`config.mk`:
```
export PLATFORM = sky130hd
export DESIGN_NAME = dmc_ram
export DESIGN_NICKNAME = d
export VERILOG_FILES = /design/src/rtl/core/dmc_ram.sv
export SDC_FILE = /design/constraint.sdc
export NUM_CORES = 2
export LEC_CHECK = 0
export BUFFER_PORTS_ARGS = -buffer_cell sky130_fd_sc_hd__clkbuf_2
export CORE_MARGIN = 2
export CORE_UTILIZATION = 50
export DETAILED_ROUTE_END_ITERATION = 8
export GPL_ROUTABILITY_DRIVEN = 0
export GPL_TIMING_DRIVEN = 1
export PLACE_DENSITY = 0.69
export SYNTH_ARGS = -nofsm -noshare
export SYNTH_HDL_FRONTEND = slang
export SYNTH_SLANG_ARGS = --single-unit
```
`constraint.sdc`:
```
create_clock -name clk -period 2.99 [get_ports clk]
set_clock_uncertainty 0.1 [all_clocks]
set_input_delay 0.4485 -clock clk [delete_from_list [all_inputs] [get_ports clk]]
set_output_delay 0.4485 -clock clk [all_outputs]
set_load 0.005 [all_outputs]
```
`src/rtl/core/dmc_ram.sv`:
```
// Generic single-port-write, single-port-read RAM with registered read data.
module dmc_ram #(
  parameter int WIDTH = 8,
  parameter int DEPTH = 256
) (
  input  logic                     clk,
  input  logic                     we,
  input  logic [$clog2(DEPTH)-1:0] waddr,
  input  logic [WIDTH-1:0]         wdata,
  input  logic [$clog2(DEPTH)-1:0] raddr,
  output logic [WIDTH-1:0]         rdata
);

  logic [WIDTH-1:0] mem [DEPTH];

  always_ff @(posedge clk) begin
    if (we) begin
      mem[waddr] <= wdata;
    end
    rdata <= mem[raddr];
  end

endmodule

```
---- Yosys cells after proc, flatten, opt, wreduce, memory -nomap -nowiden ----
Memory sizes are Yosys's and may differ from the RTL's. A register that Yosys moved wholly into a read port is not among the register bits.
Index checks and enable logic that the tools add are counted.
word-level totals
  output and inout bits ................... 8
  memory bits (writable) .................. 2048
  memories kept ........................... 1
  register bits ........................... 0
operators by class
  muxes and demuxes ....................... 2
memory list
  memory  words  bits a word  read ports  clocked after Yosys merged registers in  wr ports  RTL line  source
  mem     256    8            1           1                                        1         14        logic [WIDTH-1:0] mem [DEPTH];
operators by type and width
  cell              number
  1-bit 2-to-1 mux  2

---- Logic depth before layout (Yosys ltp) ----
  depth after elaboration ................. 2
  depth in mapped cells ................... 11
  gate-level depth less buffers ........... 6

---- Worst setup path before layout ----
Ideal clock, no wire load.
  kind .................................... input port to flip-flop
  from .................................... input raddr[0]
  to ...................................... register rdata[2] (read register of mem)
  path slack .............................. 0.504 ns
  cell stages on the path ................. 9
  library setup time ...................... 0.131 ns
  arrival ................................. 2.255 ns
  data required time ...................... 2.759 ns
  cells stage by stage .................... buf_6 -> buf_12 -> buf_8 -> buf_2 -> mux4_2 -> a22oi_1 -> a21oi_1 -> nor4_1 -> nor4_2
RTL lines
  element      RTL line  source
  from (decl)  10        input logic [$clog2(DEPTH)-1:0] raddr,
  to (decl)    11        output logic [WIDTH-1:0] rdata

==> results_dict.tcl <==
set metrics [dict create \
    outcome "finished, final reports clean" \
    synth-edff-count 2048 \
    synth_warnings 0 \
    insertion_delay_ns 0.84 \
    wire_per_inst_microns 29.7 \
    cts.sinks 2056 \
    hold_viol 0 \
    slew_violations 0 \
    yosys_register_bits 2056 \
    period_needed_ns 2.94 \
    holdPathEnd "mem[163][1]$_DFFE_PP_" \
    setup.worst_path.start_class "primary input" \
    die_area_sq_mm 0.162 \
    hold_class "in -> reg" \
    groute.usage.overall_pct 24.3 \
    r2r_cells 6 \
    synthArstFlopShare_pct 0 \
    placementRows 146 \
    grt_first_pass_wirelength_mm 284 \
    via_per_inst 6.23 \
    areaGrowthSynthToFinish_pct 16.8 \
    ff2ff_setup_slack_ns 0.10 \
    min_path_cells 1 \
    grt_overflow 0 \
    io_pins 34 \
    cts_made_buffers 196 \
    hpwl_mm 125 \
    ant_nets 0 \
    syn_area_per_cell_sq_um 21.3 \
    fin_setup_tns_ns 0 \
    mostFrequentLayoutCells "2048 x edfxtp_1, 562 x buf_4, 454 x mux4_2, 279 x nor2_1, 198 x clkbuf_16" \
    drt_first_pass_iters 6 \
    worstSetupPathType "in -> reg" \
    wirelength_mm 196 \
    clock.fmax_mhz 341 \
    fp.dieH_microns 403 \
    hold_start "wdata[1]" \
    syn_inst 3733 \
    fin_crit_sh_pct 98.2 \
    postLayoutCellArea_sq_mm 0.0929 \
    p_per_area_mw_per_mm2 643 \
    syn_nets 3759 \
    grt_pass1_vias 41000 \
    cp-end-kind "register" \
    ys.flop_type "edfxtp_1" \
    worst-path-max-fanout 17 \
    worst_slew_pin_slew_ns 1.03 \
    port_buffers 33 \
    p_leak_uw 0.0300 \
    mostFrequentLayoutCell "edfxtp_1" \
    critPathRequiredTime_ns 3.61 \
    cts.path.max_buffers 3 \
    drt_iter0_drc 5907 \
    rsz0062_at_grt "no" \
    setup-violations-final 0 \
    syn-cell-area_sq_mm 0.0796 \
    drc 0 \
    antenna_found_initial 7 \
    maxCapViolations 0 \
    drive_above_1_share_pct 31.2 \
    cts_tree "built" \
    worstPathArrival_ns 3.55 \
    path_clk_slew_ns 0.06 \
    die_w_microns 403 \
    fin_nets 4386 \
    r2r_start "mem[83][1]$_DFFE_PP_" \
    htreeDepth 4 \
    grt_max_degree 132 \
    via_count 41000 \
    root_buffer "clkbuf_16" \
    r2r-end "rdata[1]$_DFF_P_" \
    yosys.cell_types.count 55 \
    place_area_sq_mm 0.0865 \
    start_util_pct 50.3 \
    ir_worst_vdd_uv 695 \
    slew_headroom_pct 31.4 \
    fin_total_pwr_uw 59800 \
    core_sq_mm 0.158 \
    yosysSeqAreaShare_pct 77.5 \
    post-cts-setup-buffers 0 \
]
## flip-flops by register name, indices dropped and copies added (netlist names)
| signal | cells |
|---|---|
| mem | 2048 |
| rdata | 8 |
## critical path, stage by stage
cell and delay, ns:
buf_8 0.25, buf_4 0.31, buf_12 0.21, buf_4 0.23
mux4_2 0.53, a22oi_1 0.39, a21oi_1 0.11, nor4_1 0.70
buf_4 0.26, nor4_1 0.05
## synth_stat cells, types with 5 or more instances
cell type  instances  area, sq um
buf_4             27          203
buf_6             21          236
mux2i_1          134         1340
a221oi_1          13          114
dfxtp_1            8          160
nor2_1           282         1060
nand2b_1           8         50.1
buf_8             13          195
and2_1             6         37.5
a21oi_1           96          480
edfxtp_1        2048        61500
buf_2             31          155
o22a_1             5         43.8
nand4_1           10         62.6
a22o_1             8         70.1
a22oi_1          133          998
nand2_1           33          124
nor3_1            22          110
mux4_2           454        10200
o221ai_1          46          403
nand3_1           34          170
a211oi_1          16          120
buf_12             8          160
clkbuf_1         111          417
o21ai_0           10         50.1
nor2b_1           31          194
nor4_1            24          150
o211ai_1          10         75.1
o22ai_1           28          175
buf_1             22         82.6
## stage by stage
step	hold slack (ns)	setup slack, ns	cells	utilization, %
2_1_floorplan	0.447	0.504	3733	-
3_3_place_gp	0.816	-1.02	6230	54.7
3_5_place_dp	0.824	-1.04	6230	54.7
4_1_cts	0.00754	0.100	6586	58.7
5_1_grt	0.0136	0.0349	6586	58.7
6_report	0.0218	0.0545	6589	58.7
## where the power goes
group	switching (uW)	internal (uW)	total [uW]
Combinational	1930	1280	3210
Clock	10500	14200	24700
Sequential	68.2	31800	31800
Total	12500	47300	59800
## logic make-up after synthesis
group,after synthesis,share of synthesized area [%]
flops,2056,77.5
mux,591,14.6
simple gates,466,2.63
compound gates,385,3.42
buf+inv,235,1.83
## layer usage
| metal | up-vias | share of wire [%] | global-route usage, % | wire length (microns) |
|---|---|---|---|---|
| met1 | 21500 | 39 | 34.3 | 75700 |
| met4 | 16 | 2.9 | 7.52 | 5760 |
| met2 | 2212 | 48 | 38.1 | 93400 |
| met5 | - | 0.051 | 0 | 100 |
| li1 | 16900 | - | - | - |
| met3 | 350 | 11 | 5.42 | 20900 |
## how the worst max path moves through the flow
stage / cells after the start / slack [ns] / to / from
floorplan: 9 / 0.50 / rdata[2]$_DFF_P_ / raddr[0]
global route: 6 / 0.03 / rdata[1]$_DFF_P_ / mem[80][1]$_DFFE_PP_
finish: 10 / 0.05 / rdata[7]$_DFF_P_ / raddr[0]
CTS: 10 / 0.10 / rdata[4]$_DFF_P_ / raddr[0]
global placement: 10 / -1.02 / rdata[4]$_DFF_P_ / raddr[0]
detailed placement: 10 / -1.04 / rdata[4]$_DFF_P_ / raddr[0]
## final cells by class
cell class	count	area (sq um)
fill	11200	65300
sequential	2056	61700
multi-input combinational	1442	16500
timing repair buffer	662	5810
clock buffer	238	5100
tap	2072	2590
clock inverter	114	1260
inverter	2	7.51
antenna	3	7.51
## repair_timing
item,4_1_cts,5_1_grt
hold buffers,4,0
resized for setup,1,0
hold endpoints to repair,94,0
setup endpoints to repair,1,0
(Power assumes the default switching activity.)
