===== src/rtl/core/dmc_pkg.sv =====
// Shared constants, types and helpers of the depth-first maze carver.
package dmc_pkg;

  localparam int MAX_ROWS = 32;
  localparam int MAX_COLS = 32;
  localparam int ROW_W    = $clog2(MAX_ROWS);
  localparam int COL_W    = $clog2(MAX_COLS);
  localparam int RCNT_W   = $clog2(MAX_ROWS + 1);
  localparam int CCNT_W   = $clog2(MAX_COLS + 1);
  localparam int CELLS    = MAX_ROWS * MAX_COLS;
  localparam int ADDR_W   = $clog2(CELLS);
  localparam int SP_W     = ADDR_W + 1;
  localparam int STK_W    = ROW_W + COL_W;

  // generation tags of the visited map
  localparam int EPOCH_W = 4;
  localparam logic [EPOCH_W-1:0] EPOCH_MAX = {EPOCH_W{1'b1}};
  localparam logic [EPOCH_W-1:0] EPOCH_FIRST = EPOCH_W'(1);

  // field widths of the stream items
  localparam int RV_W     = 8;
  localparam int STAT_W   = 3;
  localparam int ROWF_W   = 5;
  localparam int COLF_W   = 5;
  localparam int DIR_W    = 2;
  localparam int DEPTH_W  = 11;
  localparam int CFG_W    = 6;
  localparam int CFG_IDX_W = 3;
  localparam int OUT_DATA_W = 24;

  localparam logic KIND_START   = 1'b0;
  localparam logic KIND_ADVANCE = 1'b1;

  localparam logic [STAT_W-1:0] ST_STARTED  = 3'd0;
  localparam logic [STAT_W-1:0] ST_CARVED   = 3'd1;
  localparam logic [STAT_W-1:0] ST_BACKTRACK = 3'd2;
  localparam logic [STAT_W-1:0] ST_FINISHED = 3'd3;
  localparam logic [STAT_W-1:0] ST_OUTSIDE  = 3'd4;

  localparam logic [DIR_W-1:0] DIR_UP    = 2'd0;
  localparam logic [DIR_W-1:0] DIR_DOWN  = 2'd1;
  localparam logic [DIR_W-1:0] DIR_LEFT  = 2'd2;
  localparam logic [DIR_W-1:0] DIR_RIGHT = 2'd3;

  localparam logic [CFG_IDX_W-1:0] REG_ROW_COUNT = 3'd0;
  localparam logic [CFG_IDX_W-1:0] REG_COL_COUNT = 3'd1;
  localparam logic [CFG_IDX_W-1:0] REG_START_ROW = 3'd2;
  localparam logic [CFG_IDX_W-1:0] REG_START_COL = 3'd3;

  typedef struct packed {
    logic [STAT_W-1:0]  status;
    logic [ROWF_W-1:0]  cell_row;
    logic [COLF_W-1:0]  cell_col;
    logic [DIR_W-1:0]   direction;
    logic [DEPTH_W-1:0] stack_depth;
  } res_t;

  typedef struct packed {
    logic               en;
    logic [ADDR_W-1:0]  addr;
    logic [EPOCH_W-1:0] tag;
  } vwr_t;

  typedef struct packed {
    logic             any;
    logic [DIR_W-1:0] dir;
    logic [ROW_W-1:0] row;
    logic [COL_W-1:0] col;
  } pick_t;

  function automatic logic [ADDR_W-1:0] cell_addr(input logic [ROW_W-1:0] r,
                                                  input logic [COL_W-1:0] c);
    cell_addr = ADDR_W'(r) * ADDR_W'(MAX_COLS) + ADDR_W'(c);
  endfunction

endpackage


===== src/rtl/core/dmc_obuf.sv =====
// Two-entry result buffer between the carving engine and the output stream.
module dmc_obuf
  import dmc_pkg::*;
(
  input  logic clk,
  input  logic rst_n,
  input  logic push,
  input  res_t push_res,
  output logic full,
  output logic out_valid,
  input  logic out_ready,
  output res_t out_res
);

  res_t       slot_r [2];
  logic       wptr_r, wptr_nxt;
  logic       rptr_r, rptr_nxt;
  logic [1:0] cnt_r, cnt_nxt;
  logic       pop;

  assign out_valid = (cnt_r != 2'd0);
  assign full      = (cnt_r == 2'd2);
  assign out_res   = slot_r[rptr_r];
  assign pop       = out_valid && out_ready;

  always_comb begin
    wptr_nxt = push ? ~wptr_r : wptr_r;
    rptr_nxt = pop ? ~rptr_r : rptr_r;
    cnt_nxt  = cnt_r + 2'(push) - 2'(pop);
  end

  always_ff @(posedge clk) begin
    if (!rst_n) begin
      wptr_r <= 1'b0;
      rptr_r <= 1'b0;
      cnt_r  <= 2'd0;
    end else begin
      wptr_r <= wptr_nxt;
      rptr_r <= rptr_nxt;
      cnt_r  <= cnt_nxt;
    end
  end

  always_ff @(posedge clk) begin
    if (push) begin
      slot_r[wptr_r] <= push_res;
    end
  end

endmodule


===== config.mk =====
export PLATFORM = sky130hd
export DESIGN_NAME = dmc_obuf
export DESIGN_NICKNAME = d
export VERILOG_FILES = /design/src/rtl/core/dmc_pkg.sv /design/src/rtl/core/dmc_obuf.sv
export SDC_FILE = /design/constraint.sdc
export NUM_CORES = 1
export LEC_CHECK = 0
export ABC_AREA = 1
export ABC_CLOCK_PERIOD_IN_PS = 2700
export BUFFER_PORTS_ARGS = -buffer_cell sky130_fd_sc_hd__buf_2
export CAP_MARGIN = 20
export CORE_MARGIN = 2
export CORE_UTILIZATION = 54
export CTS_BUF_LIST = sky130_fd_sc_hd__clkbuf_4
export DETAILED_ROUTE_END_ITERATION = 10
export PLACE_DENSITY = 0.81
export SLEW_MARGIN = 0
export SYNTH_ARGS = -nofsm -noshare
export SYNTH_HDL_FRONTEND = slang
export SYNTH_SLANG_ARGS = --single-unit

===== constraint.sdc =====
create_clock -name clk -period 2.7 [get_ports clk]
set_clock_uncertainty 0.05 [all_clocks]
set_input_delay 0.27 -clock clk [delete_from_list [all_inputs] [get_ports clk]]
set_output_delay 0.27 -clock clk [all_outputs]
set_load 0.005 [all_outputs]

# After elaboration in Yosys (flattened, before gate mapping)
# Memories as Yosys holds them, arrays and structs flattened. A register that Yosys moved wholly into a read port is not among the register bits.
# Index checks and enable logic that the tools add are counted.
[classes]
add_sub_neg = 2
multipliers = 0
n_div = 0
n_lt_le_gt_ge = 0
eq_ne = 1
shifts = 0
mux = 4
bitwise = 2
n_reduce_logical = 2
[ops]
columns = ["cell", "count"]
rows = [
  ["$mux W1", 4],
  ["$add A2 B1 Y2", 1],
  ["$eq A2 B2 Y1 const B", 1],
  ["$not A1 Y1", 2],
  ["$reduce_bool A2 Y1", 1],
  ["$sub A2 B1 Y2", 1],
  ["$logic_and A1 B1 Y1", 1],
]
[word_totals]
regBits = 4
latch_bits = 0
ram_bits = 52
rom_bits = 0
output_inout_bits = 28
mem_count = 1
[mem_list]
columns = ["name", "depth", "word_bits", "rd", "rd_ports_with_merged_regs", "wr", "line_no", "source"]
rows = [
  ["slot_r", 2, 26, 1, 1, 1, "dmc_obuf.sv:15", "res_t slot_r [2];"],
]

# Depth between registers and ports, before layout
[logic_depth]
depth_word = 4
depth_mapped = 10
depth_no_buf = 10

# Worst setup path before layout
# OpenSTA, ideal clock, no wires.
[synth_path]
path_type = "register to register"
start = "register wptr_r"
end = "memory slot_r[0][0] in the netlist's numbering (enable)"
setup_time_ns = 0.409
t_arrival_ns = 1.430
setup_slack_ns = 0.811
path_stages_with_launch = 2
n_path_buf = 0
path_cell_list = "dfxtp_1 > nor2_1"
[synth_rtl]
columns = ["element", "line_no", "source"]
rows = [
  ["from (decl)", "dmc_obuf.sv:16", "logic wptr_r, wptr_nxt;"],
  ["from (signal assigned)", "dmc_obuf.sv:38", "wptr_r <= wptr_nxt;"],
  ["to (decl)", "dmc_obuf.sv:15", ""],
]
# No word-level cell before the write port.

==> results.txt <==
Area share of the largest cell type after synthesis -> 70.4%
Crit path cell chain -> buf_4 -> mux2_2 -> buf_2
Area leader, netlist -> edfxtp_1
Critical path launch point type -> register
Pleak -> 0.00115 uW
DRT Pass-1 Iters -> 4
Number of port buffers -> 57
Initial antenna violation count -> 0
GR peak layer -> met2
CTS buffer count -> 9
Max-Cap Viols -> 0
Register area share after synthesis -> 74.9%
Detailed placement HPWL -> 2.57 mm
Period minus WS final -> 2.14 ns
Clock share of power -> 23.5%
Syn nets -> 149
Total GRT Usage -> 17.3%
Via density -> 4.83
WL final -> 3.70 mm
Post-synthesis cell count -> 117
GR Util met3 -> 6.41%
RSZ-0062 raised after global routing -> no
CP bufs+invs -> 2
Area grow syn2layout -> 24.2%
Status -> finished clean
Distinct cells, synth -> 12
Die W -> 68.1 um
Slew margin rel. -> 63.1%
Fin nets -> 228
Period Utilization, post-route -> 79.3%
Internal power -> 1500 uW
Sum Neg Setup Slack -> 0 ns
Worst-path clk slew -> 0.09 ns
Vias in the first global route -> 1200
CP max stage delay -> 0.53 ns
Commonest non-fill, non-tap cell in the layout -> buf_2
Root Driver -> clkbuf_4
Synthesized area per cell -> 19.0 um^2
RePlAce Congestion -> 0.689
Resized cells post-CTS -> 0
Required time of the critical path -> 2.38 ns
Crit path kind -> reg2out
Max FO, Critical Path -> 20
Met2 Use GR -> 30.0%
Starting density of the core -> 55.9%
Core area -> 0.00397 mm^2
Die ar. -> 0.00464 mm^2
Area post-placement -> 0.00254 mm^2
Switching portion of total power -> 26.0%
Clock Latency Late Sink -> 0.38 ns
CTS max path bufs -> 2
Fin area -> 0.00276 mm^2
H-tree depth -> 3
Synth Cell Area -> 0.00222 mm^2
Site Rows -> 23
Setup Viol. Count Final -> 0
Largest net degree at the start of global routing -> 21
Largest cells by area after synthesis -> edfxtp_1 (70%), mux2_4 (14%), dfxtp_1 (4.5%)
# IOs -> 58
Slew Limit Fails -> 0
Clock Sinks -> 57
Grt ovf -> 0
Drt wl/cell -> 14.7 um
Synth warn -> 0
Starting DRC count in detailed routing -> 30
Final hold vios -> 0
Flop pwr share -> 52.9%
Most frequent cells in the layout -> buf_2 (57), edfxtp_1 (52), mux2_4 (20)
Slew at the pin with the worst max-slew slack -> 0.552 ns
Switching power total -> 525 uW
Share of cells above drive strength 1 -> 50.2%
Clock tree from TritonCTS -> yes
Crit path arrival time -> 1.82 ns
Via count -> 1212
Delay-heaviest family, CP -> flip-flops
Global-route wire length before repair -> 5.33 mm
Routed Antenna Nets -> 0
DRC Markers -> 0
Hold WS -> 0.0309 ns
Setup crit end kind -> output pin
Power density over cell area -> 734 mW/mm^2
Antenna cells -> 0
Slowest cell on crit path -> dfxtp_1
Min-delay worst type -> in2reg
Max IR drop VDD -> 0.000413 V
Gate power share -> 23.6%
Die height -> 68.1 um
Register bit total from synthesis -> 57
FMAX -> 467 MHz
GR met1 Demand/Resource -> 17.4%
-- synth_stat cells --
cell,instances
nand3_1,2
dfxtp_1,5
ha_1,2
a21oi_1,1
buf_12,2
mux2_4,20
edfxtp_1,52
nand2_1,8
inv_1,8
nor2_1,10
mux2_2,6
buf_6,1
-- per-stage QoR --
stage / setup slack [ns] / utilization (%) / cells / power, uW
floorplan: 0.811 / - / 117 / 1430
CTS: 0.537 / 66.6 / 240 / 2030
detailed placement: 0.954 / 64.0 / 224 / 1560
global route: 0.440 / 69.4 / 251 / 2130
finish: 0.559 / 69.4 / 251 / 2020
global placement: 0.991 / 64.0 / 224 / 1530
-- logic make-up (layout without fill, tap and decap cells) --
family	count (synthesis)	in the layout	share of synthesized area, %
compound gates	1	1	0.225
mux	26	26	16.6
flops	57	57	74.9
buf+inv	11	95	3.67
fa+ha+maj	2	2	1.13
simple gates	20	20	3.50
-- power groups by stage --
| stage | Combinational, uW | Clock [uW] | Sequential, uW |
|---|---|---|---|
| finish | 477 | 476 | 1070 |
| global route | 527 | 530 | 1080 |
| CTS | 472 | 485 | 1070 |
| detailed placement | 468 | 0 | 1090 |
| global placement | 443 | 0 | 1080 |
| floorplan | 352 | 0 | 1070 |
-- registers in the layout, indices dropped and copies added, names as in the netlist, named ones only --
register and cells:
slot_r 52, rptr_r 1, cnt_r 2, wptr_r 1
-- path summary, 6_finish.rpt --
path / from / endpoint / slack (ns) / cells past startpoint
worst max register to register: cnt_r[0]$_SDFF_PN0_ / cnt_r[1]$_SDFF_PN0_ / 1.14 / 10
worst max-delay path: register / out_res[3] / 0.56 / 3
worst min register to register: rptr_r$_SDFFE_PN0P_ / register / 0.47 / 2
worst min-delay path: push_res[5] / slot_r[1][5]$_DFFE_PP_ / 0.03 / 1
-- cell type report --
type | instances | area, um^2
inverter | 8 | 30.0
clock buffer | 11 | 82.6
clock inverter | 5 | 22.5
fill | 271 | 1220
multi-input combinational | 49 | 478
tap | 50 | 62.6
timing repair buffer | 71 | 418
sequential | 57 | 1660
-- worst reg2reg max path, cell delays in order (launching register included) --
cell	delay, ns
dfxtp_1	0.36
nor2_1	0.06
nor2_1	0.15
ha_1	0.26
inv_1	0.06
ha_1	0.18
inv_1	0.07
nand2_1	0.08
nand3_1	0.07
nand2_1	0.06
nor2_1	0.03
-- routing by layer --
metal / vias up / part of all wire, %
li1: 590 / -
met1: 576 / 38
met2: 42 / 56
met3: 4 / 5.5
met4: 0 / 1.2
met5: - / 0
-- what timing repair did --
item	4_1_cts	5_1_grt
hold buffers	0	11
buffers inserted	0	0
hold endpoints to repair	0	22
Power figures use the tool's default switching activity.
