**src/rtl/core/dmc_pkg.sv**
```systemverilog
// Shared constants, types and helpers of the depth-first maze carver.
package dmc_pkg;

  localparam int MAX_ROWS = 32;
  localparam int MAX_COLS = 32;
  localparam int ROW_W    = $clog2(MAX_ROWS);
  localparam int COL_W    = $clog2(MAX_COLS);
  localparam int RCNT_W   = $clog2(MAX_ROWS + 1);
  localparam int CCNT_W   = $clog2(MAX_COLS + 1);
  localparam int CELLS    = MAX_ROWS * MAX_COLS;
  localparam int ADDR_W   = $clog2(CELLS);
  localparam int SP_W     = ADDR_W + 1;
  localparam int STK_W    = ROW_W + COL_W;

  // generation tags of the visited map
  localparam int EPOCH_W = 4;
  localparam logic [EPOCH_W-1:0] EPOCH_MAX = {EPOCH_W{1'b1}};
  localparam logic [EPOCH_W-1:0] EPOCH_FIRST = EPOCH_W'(1);

  // field widths of the stream items
  localparam int RV_W     = 8;
  localparam int STAT_W   = 3;
  localparam int ROWF_W   = 5;
  localparam int COLF_W   = 5;
  localparam int DIR_W    = 2;
  localparam int DEPTH_W  = 11;
  localparam int CFG_W    = 6;
  localparam int CFG_IDX_W = 3;
  localparam int OUT_DATA_W = 24;

  localparam logic KIND_START   = 1'b0;
  localparam logic KIND_ADVANCE = 1'b1;

  localparam logic [STAT_W-1:0] ST_STARTED  = 3'd0;
  localparam logic [STAT_W-1:0] ST_CARVED   = 3'd1;
  localparam logic [STAT_W-1:0] ST_BACKTRACK = 3'd2;
  localparam logic [STAT_W-1:0] ST_FINISHED = 3'd3;
  localparam logic [STAT_W-1:0] ST_OUTSIDE  = 3'd4;

  localparam logic [DIR_W-1:0] DIR_UP    = 2'd0;
  localparam logic [DIR_W-1:0] DIR_DOWN  = 2'd1;
  localparam logic [DIR_W-1:0] DIR_LEFT  = 2'd2;
  localparam logic [DIR_W-1:0] DIR_RIGHT = 2'd3;

  localparam logic [CFG_IDX_W-1:0] REG_ROW_COUNT = 3'd0;
  localparam logic [CFG_IDX_W-1:0] REG_COL_COUNT = 3'd1;
  localparam logic [CFG_IDX_W-1:0] REG_START_ROW = 3'd2;
  localparam logic [CFG_IDX_W-1:0] REG_START_COL = 3'd3;

  typedef struct packed {
    logic [STAT_W-1:0]  status;
    logic [ROWF_W-1:0]  cell_row;
    logic [COLF_W-1:0]  cell_col;
    logic [DIR_W-1:0]   direction;
    logic [DEPTH_W-1:0] stack_depth;
  } res_t;

  typedef struct packed {
    logic               en;
    logic [ADDR_W-1:0]  addr;
    logic [EPOCH_W-1:0] tag;
  } vwr_t;

  typedef struct packed {
    logic             any;
    logic [DIR_W-1:0] dir;
    logic [ROW_W-1:0] row;
    logic [COL_W-1:0] col;
  } pick_t;

  function automatic logic [ADDR_W-1:0] cell_addr(input logic [ROW_W-1:0] r,
                                                  input logic [COL_W-1:0] c);
    cell_addr = ADDR_W'(r) * ADDR_W'(MAX_COLS) + ADDR_W'(c);
  endfunction

endpackage

```
**src/rtl/core/dmc_pick.sv**
```systemverilog
// Neighbor test and random choice among the unvisited neighbors of the top cell.
module dmc_pick
  import dmc_pkg::*;
(
  input  logic [ROW_W-1:0]  top_row,
  input  logic [COL_W-1:0]  top_col,
  input  logic [RCNT_W-1:0] rows,
  input  logic [CCNT_W-1:0] cols,
  input  logic [3:0]        vis,
  input  logic [RV_W-1:0]   rv,
  output pick_t             pick
);

  logic [3:0] ok;
  logic [2:0] n;
  logic [1:0] k;
  logic [1:0] sel;
  logic       row_in;
  logic       col_in;

  // remainder by three: fold base-4 digits, then correct
  function automatic logic [1:0] mod3(input logic [RV_W-1:0] v);
    logic [3:0] s;
    logic [2:0] t;
    s = 4'(v[1:0]) + 4'(v[3:2]) + 4'(v[5:4]) + 4'(v[7:6]);
    t = 3'(s[1:0]) + 3'(s[3:2]);
    if (t >= 3'd3) t = t - 3'd3;
    if (t >= 3'd3) t = t - 3'd3;
    mod3 = t[1:0];
  endfunction

  always_comb begin
    row_in = (RCNT_W'(top_row) < rows);
    col_in = (CCNT_W'(top_col) < cols);
    ok[0] = (RCNT_W'(top_row) + RCNT_W'(1) < rows) && col_in && !vis[0];
    ok[1] = (top_row != '0) && (RCNT_W'(top_row) - RCNT_W'(1) < rows) && col_in && !vis[1];
    ok[2] = (top_col != '0) && (CCNT_W'(top_col) - CCNT_W'(1) < cols) && row_in && !vis[2];
    ok[3] = (CCNT_W'(top_col) + CCNT_W'(1) < cols) && row_in && !vis[3];
    n = 3'($countones(ok));
  end

  always_comb begin
    case (n)
      3'd2:    k = {1'b0, rv[0]};
      3'd3:    k = mod3(rv);
      3'd4:    k = rv[1:0];
      default: k = 2'd0;
    endcase
  end

  // take the k-th candidate in up, down, left, right order
  always_comb begin
    logic [2:0] seen;
    logic       found;
    seen  = 3'd0;
    found = 1'b0;
    sel   = 2'd0;
    for (int i = 0; i < 4; i++) begin
      if (ok[i]) begin
        if (!found && seen == {1'b0, k}) begin
          sel   = 2'(i);
          found = 1'b1;
        end
        seen = seen + 3'd1;
      end
    end
  end

  always_comb begin
    pick.any = (n != 3'd0);
    pick.row = top_row;
    pick.col = top_col;
    case (sel)
      2'd0:    begin pick.dir = DIR_UP;    pick.row = top_row + ROW_W'(1); end
      2'd1:    begin pick.dir = DIR_DOWN;  pick.row = top_row - ROW_W'(1); end
      2'd2:    begin pick.dir = DIR_LEFT;  pick.col = top_col - COL_W'(1); end
      default: begin pick.dir = DIR_RIGHT; pick.col = top_col + COL_W'(1); end
    endcase
  end

endmodule

```
**config.mk**
```make
export PLATFORM = sky130hd
export DESIGN_NAME = dmc_pick
export DESIGN_NICKNAME = d
export VERILOG_FILES = /design/src/rtl/core/dmc_pkg.sv /design/src/rtl/core/dmc_pick.sv
export SDC_FILE = /design/constraint.sdc
export NUM_CORES = 1
export LEC_CHECK = 0
export ABC_AREA = 1
export BUFFER_PORTS_ARGS = -buffer_cell sky130_fd_sc_hd__buf_2
export CAP_MARGIN = 20
export CELL_PAD_IN_SITES_DETAIL_PLACEMENT = 1
export CELL_PAD_IN_SITES_GLOBAL_PLACEMENT = 1
export CORE_ASPECT_RATIO = 0.5
export CORE_MARGIN = 1.5
export CORE_UTILIZATION = 35
export DETAILED_ROUTE_END_ITERATION = 7
export PLACE_DENSITY = 0.85
export SYNTH_ARGS = -nofsm -noshare
export SYNTH_HDL_FRONTEND = slang
export SYNTH_SLANG_ARGS = --single-unit
```
**constraint.sdc**
```tcl
create_clock -name vclk -period 5.8
set_clock_uncertainty 0.05 [all_clocks]
set_input_delay 0.58 -clock vclk [all_inputs]
set_output_delay 0.58 -clock vclk [all_outputs]
set_load 0.01 [all_outputs]
```
**Yosys cells after proc, flatten, opt, wreduce, memory -nomap -nowiden**

Index checks and enable logic that the tools add are counted.

- Flip-flop bits (word level): 0
- Input bits: 34
- Output and inout bits: 13
- Word-level logic and storage cells: 83

- Add/subtract/negate cells: 19
- $lt $le $gt $ge: 8
- Equality and inequality tests: 8
- Multiplexer cells: 22
- Reduce and logical (&&, ||, !) cells: 26

Operator list:

| kind | number |
|---|---|
| less-than comparator 6 bit | 4 |
| one-hot mux 5 bit (2 select lines) | 2 |
| logical AND 1 bit | 13 |
| adder 5 x 1 -> 6 bit (second input constant) | 2 |
| less-than comparator 5 x 6 -> 1 bit | 2 |
| two-way mux 3 bit | 4 |
| one-hot mux 2 bit (3 select lines) | 2 |
| subtractor 5 x 1 -> 6 bit (second input constant) | 2 |
| adder 5 x 1 -> 5 bit (second input constant) | 2 |
| two-way mux 2 bit | 5 |
| nonzero test 5 bit | 2 |
| subtractor 5 x 1 -> 5 bit (second input constant) | 2 |
| adder 2 x 2 -> 3 bit | 3 |
| equality test 3 x 2 -> 1 bit | 3 |
| two-way mux 1 bit | 9 |
| logical NOT 1 bit | 7 |
| adder 3 x 1 -> 3 bit (second input constant) | 2 |
| equality test 3 x 2 -> 1 bit (second input constant) | 2 |
| >= comparator 3 x 2 -> 1 bit (second input constant) | 2 |
| adder 1 x 1 -> 2 bit | 2 |
| adder 3 x 2 -> 4 bit | 1 |
| adder 4 x 2 -> 4 bit | 1 |
| logical NOT 2 bit | 2 |
| equality test 3 bit (second input constant) | 1 |
| 6 further kinds | 6 |

**Logic depth before layout (Yosys ltp)**

Gate-level depths: netlist (run 1).

- Word-level depth: 30
- Gate-level depth with buffers: 35
- Depth with buffers taken out: 35

**Worst setup path after synthesis (run 1)**

No wires, ideal clock.

- Path type: input to output
- Start point: input rv[1]
- End point: output pick[4] (netlist bit)
- Arrival time: 5.327 ns
- Data required time: 5.170 ns
- Slack: -0.157 ns
- Cell stages on the path: 33
- Path buffers: 0
- Cells stage by stage: inv_1 > fa_1 > fa_1 > inv_1 > ha_1 > inv_1 > fa_1 > inv_1 > ha_1 > inv_1 > fa_1 > inv_1 > ha_1 > ha_1 > inv_1 > nand3_1 > nand2_1 > nand2_1 > nand2_1 > nand2_1 > o21bai_1 > nand2_1 > nand2_1 > nand3_1 > nor2_1 > ha_1 > inv_1 > o21bai_1 > a31oi_1 > nand3_1 > nand2_1 > nand2_1 > nand2_1

RTL lines:

| what | line | text |
|---|---|---|
| from (decl) | dmc_pick.sv:10 | `input logic [RV_W-1:0] rv,` |
| to (decl) | dmc_pick.sv:11 | `output pick_t pick` |

==> results of run 1 <==
## repair_timing
action / CTS / global route
setup buffers: 14 / 5
resized for setup: 25 / 36
cloned: 1 / 0
endpoints found under the setup margin: 11 / 12
pin swaps: 22 / 30
## cell families after synthesis
| logic type | synth area share (%) |
|---|---|
| compound gates | 8.30 |
| xor+xnor | 6.27 |
| fa+ha+maj | 35.7 |
| buf+inv | 15.1 |
| simple gates | 34.6 |
## critical path: cells and delay by family
kind | cells | cell delay (ps)
compound gates | 3 | 490
fa+ha+maj | 9 | 2800
buf+inv | 11 | 770
simple gates | 13 | 1180
## synth_stat cells (all sizes together)
library cell    n  share of area [%]
nand2         105                 19
inv            80                 14
ha             47                 28
nand3          30                7.6
nor2           18                3.8
xor2           14                5.9
fa              8                7.6
o21ai           8                3.3
a21oi           6                1.4
nand4           6                1.8
nor3            6                1.4
a21o            2               0.72
buf             2               0.78
nand3b          2               0.72
o21bai          2               0.72
o31ai           2               0.72
a21boi          1               0.36
a22oi           1               0.36
a31oi           1               0.30
o21a            1               0.36
xnor2           1               0.42
## cell type report
type	instances	area (µm²)	share of cell area [%]
repair buffers	81	538	18.4
inverters	80	310	10.6
well taps	73	91.3	3.13
multi-input cells	262	1980	67.9
## stage by stage
step           TNS, ps  setup slack, ps
6_report         -6600             -664
4_1_cts          -4870             -535
2_1_floorplan        0             6.35
3_3_place_gp     -1880             -360
3_5_place_dp     -5180             -673
5_1_grt          -9060             -888
## power by group
| group | leakage (nW) | switching, mW | total [mW] | internal (mW) |
|---|---|---|---|---|
| Clock | 0 | 0 | 0 | 0 |
| Sequential | 0 | 0 | 0 | 0 |
| Combinational | 1.74 | 0.506 | 0.887 | 0.381 |
## metal layers
metal | up-vias | track usage [%] | part of all wire (%)
li1 | 1238 | - | -
met1 | 1235 | 25.6 | 41
met2 | 82 | 49.1 | 51
met3 | 38 | 1.36 | 3.3
met4 | 0 | 4.34 | 4.3
met5 | - | 0 | 0
## final timing paths
check,startpoint,endpoint,slack (ps),cells past startpoint
worst min-delay path,top_row[0],pick[5],1520,4
worst max-delay path,rv[1],pick[4],-660,36
## layout by cell type (no fill, tap or decap), types with 2 or more instances in the layout
cell / count
nor3_1: 6
nand3_4: 3
o21ai_4: 2
o21ai_0: 2
nand2_2: 17
nand2_1: 87
fa_2: 2
ha_1: 42
nand3_1: 22
nor2_1: 12
ha_2: 3
nor2_4: 4
nand3b_1: 2
fa_1: 6
xor2_1: 14
o21ai_2: 5
inv_2: 9
buf_2: 43
inv_1: 67
nor2_2: 2
inv_4: 4
a21o_1: 2
buf_4: 29
nand3_2: 5
ha_4: 2
buf_6: 8
o31ai_1: 2
a21oi_1: 5
nand4_1: 6
==> results.sh, run 1 <==
export IMPL_hold_viol=0
export IMPL_timing_final_ws_setup_ps=-664
export IMPL_min_path_type="primary input to output pin"
export IMPL_fillers=757
export IMPL_arrival_ps=5830
export IMPL_grt_pass1_wl_um=12200
export IMPL_power_density_nw_per_um2=303
export IMPL_die_h_um=57.7
export IMPL_drive_gt1_share_pct=34.0
export IMPL_maxSlewViolCount=0
export IMPL_seqCellArea_um2=0
export IMPL_stdcell_area_um2=2920
export IMPL_io_pins=47
export IMPL_grt_overflow_total=0
export IMPL_slew_headroom_pct=76.3
export IMPL_placedCellCount=476
export IMPL_run_status="finished, violations left"
export IMPL_final_antenna_net_count=0
export IMPL_dpl_cell_area_um2=2550
export IMPL_vias=2593
export IMPL_num_antenna_cells=0
export IMPL_holdWs_ps=1520
export IMPL_syn_nets=432
export IMPL_fin_crit_sh_pct=111
export IMPL_dp_hpwl_um=5510
export IMPL_area_growth_pct=39.5
export IMPL_worst_slew_pin_transition_ps=354
export IMPL_yosysSeqAreaShare_pct=0
export IMPL_port_buffers=47
export IMPL_dieArea_um2=6490
export IMPL_drtIter0Drc=104
export IMPL_drc=0
export IMPL_antenna_found_initial=0
export IMPL_ir_drop_mv=0.151
export IMPL_grt_pass1_vias=2781
export IMPL_viasPerCell=5.23
export IMPL_syn_area_per_cell_um2=6.11
export IMPL_critPathCaptureType="output pin"
export IMPL_final_setup_viol_count=12
export IMPL_start_util_pct=37.2
export IMPL_avgRoutedWirePerCell_um=17.8
export IMPL_max_cap_violations=0
export IMPL_crit_type="primary input to output pin"
export IMPL_slowest_stage="fa_1"
export IMPL_rsz0062_at_grt="yes"
export IMPL_crit_required_ps=5170
export IMPL_seq_cells=0
export IMPL_grt_max_degree=9
export IMPL_firstDrtPassIters=6
export IMPL_clock_buffers=0
export IMPL_critical_path_max_stage_delay_ps=520
export IMPL_cp_start_kind="primary input"
export IMPL_netlist_area_um2=2090
export IMPL_place_gp_congestion=0.863
export IMPL_drt_wl_total_um=8840
export IMPL_finalCriticalPeriod_ps=6460
export IMPL_final_util_pct=51.9
export IMPL_fin_cells=496
export IMPL_ys_types=29
export IMPL_fmax_mhz=155
export IMPL_fp_dieW_um=112
export IMPL_grt_total_usage_pct=22.9
export IMPL_power_total_uw=887
export IMPL_synthCells=343
export IMPL_nNetsFinal=514
export IMPL_rows=19
export IMPL_failed_checks="negative setup slack"
export IMPL_cts_hold_fix_buffers=0
export IMPL_p_leak_nw=1.74
export IMPL_path_max_fanout=4
export IMPL_synth_warnings=0
export IMPL_design_core_area_um2=5630
No activity file was read; power rests on OpenSTA's default activity.
==> inputs of run 2 (changes only) <==
PLACE_DENSITY = 0.82   (was 0.85)
clock period = 8 ns   (was 5.8 ns; I/O delays follow)
==> results.sh, run 2 (synthesis gave the netlist of run 1 again) <==
export IMPL_run_status="finished, final reports clean"
export IMPL_grt_max_degree=17
export IMPL_cts_hold_fix_buffers=0
export IMPL_hold_end="pick[9]"
export IMPL_stdcell_area_um2=2400
export IMPL_fin_crit_sh_pct=89.3
export IMPL_nNetsFinal=479
export IMPL_drc=0
export IMPL_final_antenna_net_count=0
export IMPL_worst_slew_pin_transition_ps=491
export IMPL_port_buffers=47
export IMPL_critPathCaptureType="output pin"
export IMPL_drt_wl_total_um=5780
export IMPL_drive_gt1_share_pct=17.0
export IMPL_holdPathStages=4
export IMPL_area_growth_pct=14.8
export IMPL_grt_overflow_total=0
export IMPL_hold_viol=0
export IMPL_seqCellArea_um2=0
export IMPL_antenna_found_initial=0
export IMPL_final_cell_mix="102 x nand2_1, 75 x inv_1, 47 x ha_1, 47 x buf_2, 28 x nand3_1"
export IMPL_io_pins=47
export IMPL_placedCellCount=461
export IMPL_cp_start_kind="primary input"
export IMPL_cpMostUsedCell="nand2_1"
export IMPL_finalCriticalPeriod_ps=7140
export IMPL_p_leak_nw=1.54
export IMPL_post_cts_buffers=0
export IMPL_fmax_mhz=140
export IMPL_critical_path_max_stage_delay_ps=510
export IMPL_rows=19
export IMPL_crit_required_ps=7150
export IMPL_ir_drop_mv=0.0873
export IMPL_arrival_ps=6290
export IMPL_path_delay_family="adder cells"
export IMPL_fin_cells=461
export IMPL_path_max_fanout=5
export IMPL_clock_buffers=0
export IMPL_dpl_cell_area_um2=2400
export IMPL_slowest_stage="fa_1"
export IMPL_maxSlewViolCount=0
export IMPL_vias=2240
export IMPL_grt_pass1_wl_um=10300
export IMPL_avgRoutedWirePerCell_um=12.5
export IMPL_viasPerCell=4.86
export IMPL_design_core_area_um2=5630
export IMPL_place_gp_congestion=0.845
export IMPL_crit_type="primary input to output pin"
export IMPL_slew_headroom_pct=67.1
export IMPL_grt_pass1_vias=2367
export IMPL_fillers=799
export IMPL_drtIter0Drc=27
export IMPL_num_antenna_cells=0
export IMPL_fp_dieW_um=112
export IMPL_final_util_pct=42.7
export IMPL_power_density_nw_per_um2=163
export IMPL_cts_resized=0
export IMPL_seq_cells=0
export IMPL_max_cap_violations=0
export IMPL_layout_commonest_cell="nand2_1"
export IMPL_fin_tns_setup_ps=0
export IMPL_dp_hpwl_um=5250
export IMPL_grt_total_usage_pct=18.7
export IMPL_min_path_type="primary input to output pin"
export IMPL_firstDrtPassIters=6
export IMPL_power_total_uw=393
export IMPL_hp_start="top_row[4]"
export IMPL_start_util_pct=37.2
export IMPL_dieArea_um2=6490
export IMPL_die_h_um=57.7
export IMPL_rsz0062_at_grt="no"
export IMPL_final_setup_viol_count=0
export IMPL_cp_num_buf_inv=10
-- run 2: cell count changes in the layout (fill, tap and decap cells not counted), sizes merged --
| cell | previous run | this run |
|---|---|---|
| o21ai | 9 | 8 |
| buf | 81 | 47 |
-- run 2: power breakdown --
part / total, mW / switching [mW] / internal [mW]
clock network: 0 / 0 / 0
registers: 0 / 0 / 0
logic: 0.393 / 0.244 / 0.148
-- run 2: how the worst max path moves through the flow --
stage | startpoint | end | slack [ps] | depth (start not counted)
6_report | rv[1] | pick[4] | 860 | 35
5_1_grt | rv[1] | pick[4] | 300 | 35
4_1_cts | rv[1] | pick[4] | 850 | 35
3_5_place_dp | rv[1] | pick[4] | 860 | 35
3_3_place_gp | rv[1] | pick[4] | 1200 | 35
2_1_floorplan | rv[1] | pick[4] | 1600 | 33
-- run 2: per-stage QoR --
stage | setup WS (ps) | hold slack, ps
after global routing | 304 | 1980
after detailed placement | 860 | 1950
after CTS | 851 | 1950
after global placement | 1200 | 1950
final | 859 | 1940
after floorplan | 1600 | 1660
-- run 2: tightest hold or removal path: cells and delay by family --
| kind | cells | cell delay (ps) |
|---|---|---|
| and+or+nand+nor | 2 | 110 |
| buffers and inverters | 2 | 280 |
-- run 2: metal layers --
| layer | part of all wire [%] | GRT usage, % |
|---|---|---|
| met1 | 50 | 24.5 |
| met2 | 48 | 37.1 |
| met3 | 1.4 | 0.314 |
| met4 | 0.14 | 0.362 |
| met5 | 0 | 0 |
-- run 2: final cells by class --
class,instances,area (µm²),share of cell area (%)
timing repair buffer,47,235,9.78
inverter,80,300,12.5
tap,73,91.3,3.80
multi-input combinational,261,1780,73.9
